--- src/hw/rtl/cma_pkg.sv ---
// ----------------------------------------------------------------------------
// Centred moving average: shared package
// Types and constants used by the cells, the divider stages, the configuration
// interface and the top level.
// ----------------------------------------------------------------------------
`timescale 1ns / 1ps
`default_nettype none

package cma_pkg;

  // Width of the radius configuration register.
  localparam int unsigned RADIUS_W = 5;

  // Quotient bits resolved by one divider stage.
  localparam int unsigned DIV_STEPS = 8;

  // Control group carried along the divider pipeline.
  typedef struct packed {
    logic valid;
    logic neg;
    logic final_res;
  } cma_ctl_t;

  // Control group that the top level hands to every window cell.
  typedef struct packed {
    logic shift;
    logic clear;
    logic entry;
    logic above;
  } cma_cell_ctl_t;

endpackage

`default_nettype wire

--- src/hw/rtl/cma_cfg_if.sv ---
// ----------------------------------------------------------------------------
// Centred moving average: configuration write channel
// Carries the radius register write data with a valid/ready handshake.
// ----------------------------------------------------------------------------
`timescale 1ns / 1ps
`default_nettype none

interface cma_cfg_if import cma_pkg::*; ();

  logic                valid;
  logic                ready;
  logic [RADIUS_W-1:0] radius;

  modport source (output valid, output radius, input ready);
  modport sink   (input valid, input radius, output ready);

endinterface

`default_nettype wire

--- src/hw/rtl/cma_in_if.sv ---
// ----------------------------------------------------------------------------
// Centred moving average: sample input channel
// One beat carries one sample and the last-of-capture flag.
// ----------------------------------------------------------------------------
`timescale 1ns / 1ps
`default_nettype none

interface cma_in_if #(
  parameter int unsigned SAMPLE_BITS = 32
) ();

  logic                   valid;
  logic                   ready;
  logic [SAMPLE_BITS-1:0] sample;
  logic                   last;

  modport source (output valid, output sample, output last, input ready);
  modport sink   (input valid, input sample, input last, output ready);

endinterface

`default_nettype wire

--- src/hw/rtl/cma_out_if.sv ---
// ----------------------------------------------------------------------------
// Centred moving average: result output channel
// One beat carries one smoothed sample and the last-of-capture flag.
// ----------------------------------------------------------------------------
`timescale 1ns / 1ps
`default_nettype none

interface cma_out_if #(
  parameter int unsigned SAMPLE_BITS = 32
) ();

  logic                   valid;
  logic                   ready;
  logic [SAMPLE_BITS-1:0] average;
  logic                   final_res;

  modport source (output valid, output average, output final_res, input ready);
  modport sink   (input valid, input average, input final_res, output ready);

endinterface

`default_nettype wire

--- src/hw/rtl/cma_cell.sv ---
// ----------------------------------------------------------------------------
// Centred moving average: window cell
// Holds one sample of the window and its valid flag; loads from its upper
// neighbour, or from the incoming sample when it is the entry cell.
// ----------------------------------------------------------------------------
`timescale 1ns / 1ps
`default_nettype none

module cma_cell import cma_pkg::*; #(
  parameter int unsigned DATA_W = 32
) (
  input  wire logic              clk_i,
  input  wire logic              rst_ni,
  input  wire cma_cell_ctl_t     ctl_i,
  input  wire logic [DATA_W-1:0] new_data_i,
  input  wire logic              new_vld_i,
  input  wire logic [DATA_W-1:0] nb_data_i,
  input  wire logic              nb_vld_i,
  output logic      [DATA_W-1:0] data_o,
  output logic                   vld_o,
  output logic                   vld_nxt_o
);

  logic [DATA_W-1:0] data_q, data_d;
  logic              vld_q;

  // Cells above the entry point hold nothing for the current radius.
  assign data_d    = ctl_i.entry ? new_data_i : nb_data_i;
  assign vld_nxt_o = ctl_i.entry ? new_vld_i : (nb_vld_i && !ctl_i.above);

  always_ff @(posedge clk_i or negedge rst_ni) begin
    if (!rst_ni) begin
      vld_q <= 1'b0;
    end else if (ctl_i.clear) begin
      vld_q <= 1'b0;
    end else if (ctl_i.shift) begin
      vld_q <= vld_nxt_o;
    end
  end

  always_ff @(posedge clk_i) begin
    if (ctl_i.shift) begin
      data_q <= data_d;
    end
  end

  assign data_o = data_q;
  assign vld_o  = vld_q;

endmodule

`default_nettype wire

--- src/hw/rtl/cma_div_stage.sv ---
// ----------------------------------------------------------------------------
// Centred moving average: divider stage
// Resolves DIV_STEPS quotient bits of a restoring division by a narrow
// divisor and registers the partial result.
// ----------------------------------------------------------------------------
`timescale 1ns / 1ps
`default_nettype none

module cma_div_stage import cma_pkg::*; #(
  parameter int unsigned CNT_W = 6,
  parameter int unsigned NUM_W = 40
) (
  input  wire logic             clk_i,
  input  wire logic             rst_ni,
  input  wire logic             en_i,
  input  wire cma_ctl_t         ctl_i,
  input  wire logic [CNT_W-1:0] rem_i,
  input  wire logic [NUM_W-1:0] num_i,
  input  wire logic [CNT_W-1:0] den_i,
  output cma_ctl_t              ctl_o,
  output logic      [CNT_W-1:0] rem_o,
  output logic      [NUM_W-1:0] num_o,
  output logic      [CNT_W-1:0] den_o
);

  cma_ctl_t         ctl_q;
  logic [CNT_W-1:0] rem_q, rem_d, den_q;
  logic [NUM_W-1:0] num_q, num_d;

  // The numerator register shifts left; quotient bits enter at the bottom.
  always_comb begin
    logic [CNT_W:0] trial;
    rem_d = rem_i;
    num_d = num_i;
    for (int k = 0; k < DIV_STEPS; k++) begin
      trial = {rem_d, num_d[NUM_W-1]};
      num_d = {num_d[NUM_W-2:0], 1'b0};
      if (trial >= {1'b0, den_i}) begin
        rem_d    = CNT_W'(trial - {1'b0, den_i});
        num_d[0] = 1'b1;
      end else begin
        rem_d = CNT_W'(trial);
      end
    end
  end

  always_ff @(posedge clk_i or negedge rst_ni) begin
    if (!rst_ni) begin
      ctl_q <= '0;
    end else if (en_i) begin
      ctl_q <= ctl_i;
    end
  end

  always_ff @(posedge clk_i) begin
    if (en_i) begin
      rem_q <= rem_d;
      num_q <= num_d;
      den_q <= den_i;
    end
  end

  assign ctl_o = ctl_q;
  assign rem_o = rem_q;
  assign num_o = num_q;
  assign den_o = den_q;

endmodule

`default_nettype wire

--- src/hw/rtl/centered_moving_average_unit.sv ---
// ----------------------------------------------------------------------------
// Centred moving average unit
// Result path: the division request register, the divider stages and the
// output register follow the beat that completes a window.
// Throughput: one sample per cycle while the output is not stalled; a beat
// marked last closes the input while the window cells drain, unless radius is 0.
// Reset: asynchronous, active low; radius returns to 1, the window is empty.
// ----------------------------------------------------------------------------
`timescale 1ns / 1ps
`default_nettype none

// Structure
//   A row of 2*MAX_RADIUS+1 window cells forms a shift line. A new sample is
//   written into the entry cell, number 2*radius, and every cell below loads
//   from its upper neighbour, so cell 0 always holds the oldest sample of the
//   window and cell radius the centre. Valid flags mark the samples that
//   exist in the current capture, which cuts windows short at the start.
//   A running sum and a sample count follow the window: each shift adds the
//   entering sample and drops cell 0.
//
//   A result is due whenever the centre cell becomes valid. After a beat
//   marked last, radius bubble shifts push the remaining samples through the
//   centre, and the final shift clears the whole row, the sum and the count.
//
//   The sum is divided by the count in a pipeline of restoring divider
//   stages, eight quotient bits each. A negative sum is fed in as its one's
//   complement, which avoids a wide negation ahead of the divider; the output
//   register turns the quotient back into a truncated negative mean.
//
//   The whole datapath advances when the output register is free or is being
//   emptied, so a stalled result freezes the pipeline and holds the input.

module centered_moving_average_unit import cma_pkg::*; #(
  parameter int unsigned MAX_RADIUS  = 16,
  parameter int unsigned SAMPLE_BITS = 32
) (
  input  wire logic     clk_i,
  input  wire logic     rst_ni,
  cma_cfg_if.sink       cfg_i,
  cma_in_if.sink        smp_in_i,
  cma_out_if.source     avg_out_o
);

  localparam int unsigned DEPTH = 2 * MAX_RADIUS + 1;
  localparam int unsigned RAD_W = $clog2(MAX_RADIUS + 1);
  localparam int unsigned IDX_W = $clog2(DEPTH);
  localparam int unsigned CNT_W = $clog2(DEPTH + 1);
  localparam int unsigned SUM_W = SAMPLE_BITS + CNT_W;
  localparam int unsigned NST   = (SUM_W + DIV_STEPS - 1) / DIV_STEPS;
  localparam int unsigned NUM_W = NST * DIV_STEPS;

  // --------------------------------------------------------------------------
  // Configuration and capture control
  // --------------------------------------------------------------------------
  logic [RADIUS_W-1:0] radius_q;
  logic [RAD_W-1:0]    cap_q;       // radius latched with the first sample
  logic                active_q;    // a capture is under way
  logic                flushing_q;  // draining after the last sample
  logic [RAD_W-1:0]    fcnt_q;      // bubble shifts still to go
  logic [RAD_W-1:0]    r_clamp, r_eff;
  logic                en, accept, flush_step, shift, end_cap, emit, fin;

  assign cfg_i.ready = 1'b1;

  always_ff @(posedge clk_i or negedge rst_ni) begin
    if (!rst_ni) begin
      radius_q <= RADIUS_W'(1);
    end else if (cfg_i.valid) begin
      radius_q <= cfg_i.radius;
    end
  end

  // A radius beyond what the row can hold acts as the largest one.
  assign r_clamp = (radius_q > RADIUS_W'(MAX_RADIUS)) ? RAD_W'(MAX_RADIUS)
                                                      : RAD_W'(radius_q);
  // The first sample of a capture already uses the new radius.
  assign r_eff   = active_q ? cap_q : r_clamp;

  // The datapath moves when the output register can take a new beat.
  logic out_valid_q;
  assign en             = !out_valid_q || avg_out_o.ready;
  assign smp_in_i.ready = en && !flushing_q;
  assign accept         = smp_in_i.valid && smp_in_i.ready;
  assign flush_step     = en && flushing_q;
  assign shift          = accept || flush_step;

  // The capture ends on the last bubble shift, or at once for radius zero.
  assign end_cap = (flush_step && (fcnt_q == RAD_W'(1)))
                || (accept && smp_in_i.last && (r_eff == '0));

  always_ff @(posedge clk_i or negedge rst_ni) begin
    if (!rst_ni) begin
      cap_q      <= RAD_W'(1);
      active_q   <= 1'b0;
      flushing_q <= 1'b0;
      fcnt_q     <= '0;
    end else begin
      if (accept && !active_q) begin
        cap_q <= r_clamp;
      end
      if (end_cap) begin
        active_q   <= 1'b0;
        flushing_q <= 1'b0;
      end else if (accept) begin
        active_q <= 1'b1;
        if (smp_in_i.last) begin
          flushing_q <= 1'b1;
          fcnt_q     <= r_eff;
        end
      end else if (flush_step) begin
        fcnt_q <= RAD_W'(fcnt_q - RAD_W'(1));
      end
    end
  end

  // --------------------------------------------------------------------------
  // Row of window cells
  // --------------------------------------------------------------------------
  logic [SAMPLE_BITS-1:0] cell_data [DEPTH];
  logic                   cell_vld  [DEPTH];
  logic                   vld_nxt   [DEPTH];
  logic [RAD_W:0]         entry_idx;

  assign entry_idx = {r_eff, 1'b0};

  for (genvar i = 0; i < DEPTH; i++) begin : g_cell
    cma_cell_ctl_t          cctl;
    logic [SAMPLE_BITS-1:0] nb_data;
    logic                   nb_vld;

    if (i == DEPTH - 1) begin : g_top
      assign nb_data = '0;
      assign nb_vld  = 1'b0;
    end else begin : g_mid
      assign nb_data = cell_data[i+1];
      assign nb_vld  = cell_vld[i+1];
    end

    assign cctl.shift = shift;
    assign cctl.clear = end_cap;
    assign cctl.entry = (entry_idx == (RAD_W + 1)'(i));
    assign cctl.above = (entry_idx < (RAD_W + 1)'(i));

    cma_cell #(
      .DATA_W (SAMPLE_BITS)
    ) u_cell (
      .clk_i      (clk_i),
      .rst_ni     (rst_ni),
      .ctl_i      (cctl),
      .new_data_i (smp_in_i.sample),
      .new_vld_i  (accept),
      .nb_data_i  (nb_data),
      .nb_vld_i   (nb_vld),
      .data_o     (cell_data[i]),
      .vld_o      (cell_vld[i]),
      .vld_nxt_o  (vld_nxt[i])
    );
  end

  // A result is due when a sample arrives in the centre cell.
  assign emit = shift && vld_nxt[IDX_W'(r_eff)];
  assign fin  = end_cap;

  // --------------------------------------------------------------------------
  // Running window sum and sample count
  // --------------------------------------------------------------------------
  logic signed [SUM_W-1:0] sum_q, sum_d, add_term, sub_term;
  logic        [CNT_W-1:0] cnt_q, cnt_d;

  assign add_term = accept
    ? {{(SUM_W - SAMPLE_BITS){smp_in_i.sample[SAMPLE_BITS-1]}}, smp_in_i.sample}
    : '0;
  assign sub_term = cell_vld[0]
    ? {{(SUM_W - SAMPLE_BITS){cell_data[0][SAMPLE_BITS-1]}}, cell_data[0]}
    : '0;
  assign sum_d = sum_q + add_term - sub_term;
  assign cnt_d = cnt_q + CNT_W'(accept) - CNT_W'(cell_vld[0]);

  always_ff @(posedge clk_i or negedge rst_ni) begin
    if (!rst_ni) begin
      sum_q <= '0;
      cnt_q <= '0;
    end else if (end_cap) begin
      sum_q <= '0;
      cnt_q <= '0;
    end else if (shift) begin
      sum_q <= sum_d;
      cnt_q <= cnt_d;
    end
  end

  // --------------------------------------------------------------------------
  // Division request register
  // --------------------------------------------------------------------------
  cma_ctl_t         req_ctl_q;
  logic [SUM_W-1:0] req_num_q;
  logic [CNT_W-1:0] req_den_q;

  always_ff @(posedge clk_i or negedge rst_ni) begin
    if (!rst_ni) begin
      req_ctl_q <= '0;
    end else if (en) begin
      req_ctl_q.valid     <= emit;
      req_ctl_q.neg       <= sum_d[SUM_W-1];
      req_ctl_q.final_res <= fin;
    end
  end

  // A negative sum goes in as its one's complement, that is magnitude minus one.
  always_ff @(posedge clk_i) begin
    if (en) begin
      req_num_q <= sum_d ^ {SUM_W{sum_d[SUM_W-1]}};
      req_den_q <= cnt_d;
    end
  end

  // --------------------------------------------------------------------------
  // Divider pipeline
  // --------------------------------------------------------------------------
  cma_ctl_t         st_ctl [NST+1];
  logic [CNT_W-1:0] st_rem [NST+1];
  logic [NUM_W-1:0] st_num [NST+1];
  logic [CNT_W-1:0] st_den [NST+1];

  assign st_ctl[0] = req_ctl_q;
  assign st_rem[0] = '0;
  assign st_num[0] = NUM_W'(req_num_q);
  assign st_den[0] = req_den_q;

  for (genvar s = 0; s < NST; s++) begin : g_div
    cma_div_stage #(
      .CNT_W (CNT_W),
      .NUM_W (NUM_W)
    ) u_stage (
      .clk_i  (clk_i),
      .rst_ni (rst_ni),
      .en_i   (en),
      .ctl_i  (st_ctl[s]),
      .rem_i  (st_rem[s]),
      .num_i  (st_num[s]),
      .den_i  (st_den[s]),
      .ctl_o  (st_ctl[s+1]),
      .rem_o  (st_rem[s+1]),
      .num_o  (st_num[s+1]),
      .den_o  (st_den[s+1])
    );
  end

  // --------------------------------------------------------------------------
  // Output register
  // --------------------------------------------------------------------------
  // For a negative sum the divider saw magnitude minus one. The true quotient
  // is one higher exactly when the remainder came out one below the divisor,
  // so the mean is the complement of the quotient, plus one unless exact.
  logic [SAMPLE_BITS-1:0] quo, avg_d, avg_q;
  logic                   exact;
  logic                   fin_q;

  assign quo   = st_num[NST][SAMPLE_BITS-1:0];
  assign exact = (({1'b0, st_rem[NST]} + (CNT_W + 1)'(1)) == {1'b0, st_den[NST]});
  assign avg_d = st_ctl[NST].neg ? (~quo + SAMPLE_BITS'(!exact)) : quo;

  always_ff @(posedge clk_i or negedge rst_ni) begin
    if (!rst_ni) begin
      out_valid_q <= 1'b0;
    end else if (en) begin
      out_valid_q <= st_ctl[NST].valid;
    end
  end

  always_ff @(posedge clk_i) begin
    if (en) begin
      avg_q <= avg_d;
      fin_q <= st_ctl[NST].final_res;
    end
  end

  assign avg_out_o.valid     = out_valid_q;
  assign avg_out_o.average   = avg_q;
  assign avg_out_o.final_res = fin_q;

endmodule

`default_nettype wire

--- src/flat_wrapper.sv ---
// flat-port wrapper written by rule: the top's interface ports become plain ports
module centered_moving_average_unit_flat import cma_pkg::*;
#(
  parameter int unsigned MAX_RADIUS  = 16,
  parameter int unsigned SAMPLE_BITS = 32
)
  (clk_i, rst_ni, cfg_i_valid, cfg_i_radius, cfg_i_ready, smp_in_i_valid, smp_in_i_sample, smp_in_i_last, smp_in_i_ready, avg_out_o_valid, avg_out_o_average, avg_out_o_final_res, avg_out_o_ready);
  cma_cfg_if cfg_i_i ();
  cma_in_if #(.SAMPLE_BITS(SAMPLE_BITS)) smp_in_i_i ();
  cma_out_if #(.SAMPLE_BITS(SAMPLE_BITS)) avg_out_o_i ();
  input  wire logic clk_i;
  input  wire logic rst_ni;
  input wire logic [$bits(cfg_i_i.valid)-1:0] cfg_i_valid;
  input wire logic [$bits(cfg_i_i.radius)-1:0] cfg_i_radius;
  output wire logic [$bits(cfg_i_i.ready)-1:0] cfg_i_ready;
  input wire logic [$bits(smp_in_i_i.valid)-1:0] smp_in_i_valid;
  input wire logic [$bits(smp_in_i_i.sample)-1:0] smp_in_i_sample;
  input wire logic [$bits(smp_in_i_i.last)-1:0] smp_in_i_last;
  output wire logic [$bits(smp_in_i_i.ready)-1:0] smp_in_i_ready;
  output wire logic [$bits(avg_out_o_i.valid)-1:0] avg_out_o_valid;
  output wire logic [$bits(avg_out_o_i.average)-1:0] avg_out_o_average;
  output wire logic [$bits(avg_out_o_i.final_res)-1:0] avg_out_o_final_res;
  input wire logic [$bits(avg_out_o_i.ready)-1:0] avg_out_o_ready;
  assign cfg_i_i.valid = cfg_i_valid;
  assign cfg_i_i.radius = cfg_i_radius;
  assign cfg_i_ready = cfg_i_i.ready;
  assign smp_in_i_i.valid = smp_in_i_valid;
  assign smp_in_i_i.sample = smp_in_i_sample;
  assign smp_in_i_i.last = smp_in_i_last;
  assign smp_in_i_ready = smp_in_i_i.ready;
  assign avg_out_o_valid = avg_out_o_i.valid;
  assign avg_out_o_average = avg_out_o_i.average;
  assign avg_out_o_final_res = avg_out_o_i.final_res;
  assign avg_out_o_i.ready = avg_out_o_ready;
  centered_moving_average_unit #(.MAX_RADIUS(MAX_RADIUS), .SAMPLE_BITS(SAMPLE_BITS)) u_core (.clk_i(clk_i), .rst_ni(rst_ni), .cfg_i(cfg_i_i), .smp_in_i(smp_in_i_i), .avg_out_o(avg_out_o_i));
endmodule
--- config.mk ---
export PLATFORM = sky130hd
export DESIGN_NAME = centered_moving_average_unit_flat
export DESIGN_NICKNAME = d
export VERILOG_FILES = /design/src/hw/rtl/cma_pkg.sv /design/src/hw/rtl/cma_cfg_if.sv /design/src/hw/rtl/cma_in_if.sv /design/src/hw/rtl/cma_out_if.sv /design/src/hw/rtl/cma_cell.sv /design/src/hw/rtl/cma_div_stage.sv /design/src/hw/rtl/centered_moving_average_unit.sv /design/src/flat_wrapper.sv
export SDC_FILE = /design/constraint.sdc
export NUM_CORES = 2
export LEC_CHECK = 0
export BUFFER_PORTS_ARGS = -buffer_cell sky130_fd_sc_hd__buf_2
export CORE_MARGIN = 1
export CORE_UTILIZATION = 55
export CTS_BUF_LIST = sky130_fd_sc_hd__clkbuf_16
export CTS_CLUSTER_DIAMETER = 30
export CTS_CLUSTER_SIZE = 25
export DETAILED_ROUTE_END_ITERATION = 8
export PLACE_DENSITY = 0.77
export SLEW_MARGIN = 20
export SYNTH_ARGS = -nofsm -noshare
export SYNTH_HDL_FRONTEND = slang
export SYNTH_SLANG_ARGS = --single-unit
--- constraint.sdc ---
create_clock -name clk_i -period 50.2 [get_ports clk_i]
set_input_delay 10.04 -clock clk_i [delete_from_list [all_inputs] [get_ports clk_i]]
set_output_delay 10.04 -clock clk_i [all_outputs]
set_load 0.02 [all_outputs]
==> impl_results.md <==
* Final Skew at 0.0788 ns
* Multi-input gate area in the final layout at 0.0235 sq mm
* Post-Place Setup Slack at 29.28 ns
* Synth top area share at 59.1%
* Peak Freq at 47.8 MHz
* Avg Inst Size Synth at 14.2 sq um
* Seq/Total Area, Yosys at 63.2%
* Chip Width at 355 um
* Distinct cell type count of the synthesized netlist at 92
* CTS tree: built
* DRC errors left at 32
* Post-synthesis adder-cell area fraction at 7.36%
* FF-to-FF path depth at 78
* Worst setup SP type: primary input
* Most common cell after layout, fill and taps aside: edfxtp_1
* I/O Buffers at 77
* Core area at 0.124 sq mm
* CTS Buffer Depth at 4
* Unrepaired setup endpoints after global routing: no
* Reg2Reg Setup Slack at 30.57 ns
* Compound-Gate Fraction of Synth Area at 6.96%
* Gr ovfl total at 0
* Post-synth EDFFs at 1352
* Top Ports at 79
* Slew @ Worst Pin at 1.13 ns
* Final Cycle Share at 41.7%
* Final setup fails at 0
* FF+latch count, synth at 1465
* Crit path DAT at 10.87 ns
* Synth Flop Type: edfxtp_1
* Yosys warnings at 0
* Cts hold-fix bufs at 0
* Via density at 5.66
* Initial cell density of the core at 55.5%
* Final Hold Viols at 0
* Post-CTS Resized at 0
* CP endpoint: smp_in_i_ready
* DP Wirelength at 78.4 mm
* Commonest non-fill, non-tap cells in the layout: 1352 x edfxtp_1, 567 x mux2_2, 385 x nand2_1
* Failing checks: DRC
* Placed cell areas at 0.0709 sq mm
* Most used cell, CP: buf_2
* Min cycle time layout at 20.91 ns
* Crit Path Max Fanout at 19
* Reg area at 0.0434 sq mm
* Die Y at 355 um
* Post-synthesis mux area share at 10.4%
* Largest area contributor in the netlist: edfxtp_1
* Simple-gate area share of the yosys netlist at 6.34%
* Slowest Stage Delay on Critical Path at 0.28 ns
* WL per Instance at 19.0 um
* Worst setup margin at 29.29 ns
* Root Buffer: clkbuf_16
* CTS HTree Levels at 5
* Main combinational cell family by area after synthesis: multiplexers
* DRT Pass-1 Iters at 8
* CTS Buf Count at 283
* CP Data Required Time at 40.16 ns
* DR vias at 39180
* Slew HR at 25.0%
* Cell Rows at 129
* Worst R2R End: u_core.g_div[1].u_stage.rem_o[1]
* Area growth syn-to-layout at 16.8%
* Share of cells above drive strength 1 at 22.6%
* Vias in the first global route at 40427
* Max Cap Violations at 0
* Crit path cell chain: buf_2 > nor2b_2 > buf_4 > nor2_1 > buf_2
* Kind of critical path: primary input to primary output
* Synth area leaders: edfxtp_1 59%, mux2_2 9.3%, ha_1 5.2%
* Antenna violations before repair at 2
* Status: finished with violations
* Gr usage total at 20.8%
* Final ANT Viol Nets at 0
* Largest net degree at the start of global routing at 226
* Routability cong. at 0.856
* Clock Sinks at 1465
* Fillers at 8286
* Slowest CP cell: buf_4
* Final wirelength at 131 mm
* Global-route wire length before repair at 211 mm
* Worst min path class: register to register
* Total die area at 0.126 sq mm
* Sum Neg Setup Slack at 0 ns
* Setup bufs post-CTS at 0
* Async SR Flop Fraction at 7.71%
* Synth Area in XOR/XNOR at 3.02%
* Fin nets at 5475
* Post-Route Utilization at 64.8%
* Worst r2r src: u_core.g_div[0].u_stage.den_o[1]
* Syn Inst Count at 4834
* Mapped cell area at 0.0687 sq mm
* Final slew viol count at 0
* Design area at 0.0802 sq mm
* Clock slew at reported path FFs at 0.05 ns
* DR iter-0 viols at 3080
* Nature of the critical path endpoint: primary output
* Worst Setup SP: avg_out_o_ready
* Worst-Skew Late Latency at 0.89 ns
metrics by stage:
stage	hold WS, ns	std cells
6_report	0.365	6918
5_1_grt	0.377	6917
4_1_cts	0.366	6917
3_5_place_dp	0.405	6425
3_3_place_gp	0.400	6425
2_1_floorplan	0.400	4835
registers in the layout, indices dropped and copies added (netlist names), 3 cells and up:
| signal | cells |
|---|---|
| u_core.avg_out_o.average | 32 |
| u_core.cap_q | 5 |
| u_core.cnt_q | 6 |
| u_core.fcnt_q | 5 |
| u_core.g_cell.u_cell.data_o | 1056 |
| u_core.g_cell.u_cell.vld_o | 33 |
| u_core.g_div.u_stage.ctl_o | 15 |
| u_core.g_div.u_stage.den_o | 30 |
| u_core.g_div.u_stage.num_o | 160 |
| u_core.g_div.u_stage.rem_o | 30 |
| u_core.radius_q | 5 |
| u_core.req_ctl_q | 3 |
| u_core.req_den_q | 6 |
| u_core.req_num_q | 37 |
| u_core.sum_q | 38 |
logic make-up (layout without fill, tap and decap cells):
family / Yosys count / after routing
simple gates: 915 / 915
xor+xnor: 237 / 237
buf+inv: 483 / 928
other cells: 2 / 4
fa+ha+maj: 359 / 359
compound gates: 736 / 736
flops: 1465 / 1465
mux: 637 / 637
layout make-up:
type,count,area share (%)
Antenna cell,1,0.00312
Multi-Input combinational cell,2887,29.3
Clock buffer,291,9.08
Tap cell,1637,2.55
Clock inverter,201,2.55
Timing Repair Buffer,111,0.853
Sequential cell,1465,54.1
Inverter,325,1.54
synthesized netlist by cell type, drive strengths merged (49+ instances only):
library cell	number
a21o	109
o21ai	199
ha	284
mux2	575
nor2	140
dfrtp	111
clkbuf	132
inv	322
fa	75
xor2	67
edfxtp	1352
xnor2	170
mux2i	61
nand3	74
and2	76
a21oi	164
nand2	396
nor2b	49
worst min path at each step:
stage | start | to | slack [ns] | depth (start not counted)
after floorplan | u_core.g_cell[12].u_cell.data_o[0] | u_core.g_cell[11].u_cell.data_o[0] | 0.40 | 0
after global placement | u_core.g_cell[4].u_cell.data_o[15] | u_core.g_cell[3].u_cell.data_o[15] | 0.40 | 0
after detailed placement | u_core.g_cell[12].u_cell.data_o[11] | u_core.g_cell[11].u_cell.data_o[11] | 0.40 | 0
after CTS | u_core.g_cell[16].u_cell.data_o[14] | u_core.g_cell[15].u_cell.data_o[14] | 0.37 | 0
after global routing | u_core.g_cell[22].u_cell.data_o[13] | u_core.g_cell[21].u_cell.data_o[13] | 0.38 | 0
final | u_core.g_cell[18].u_cell.data_o[13] | u_core.g_cell[17].u_cell.data_o[13] | 0.36 | 0
routing by layer:
| metal | GRT usage, % | up-vias | wire length, um |
|---|---|---|---|
| li1 | - | 18492 | - |
| met4 | 7.97 | 2 | 3520 |
| met1 | 26.7 | 19457 | 56700 |
| met5 | 0 | - | 11 |
| met3 | 3.68 | 288 | 5890 |
| met2 | 35.3 | 941 | 65200 |
worst max-delay path: cells and delay by family:
family,cells,cell delay (ns)
buf+inv,3,0.58
simple gates,2,0.25
Power is left out: the tool's default activity adds up to more than one toggle a clock period on the data nets, which glitch-free logic cannot reach.
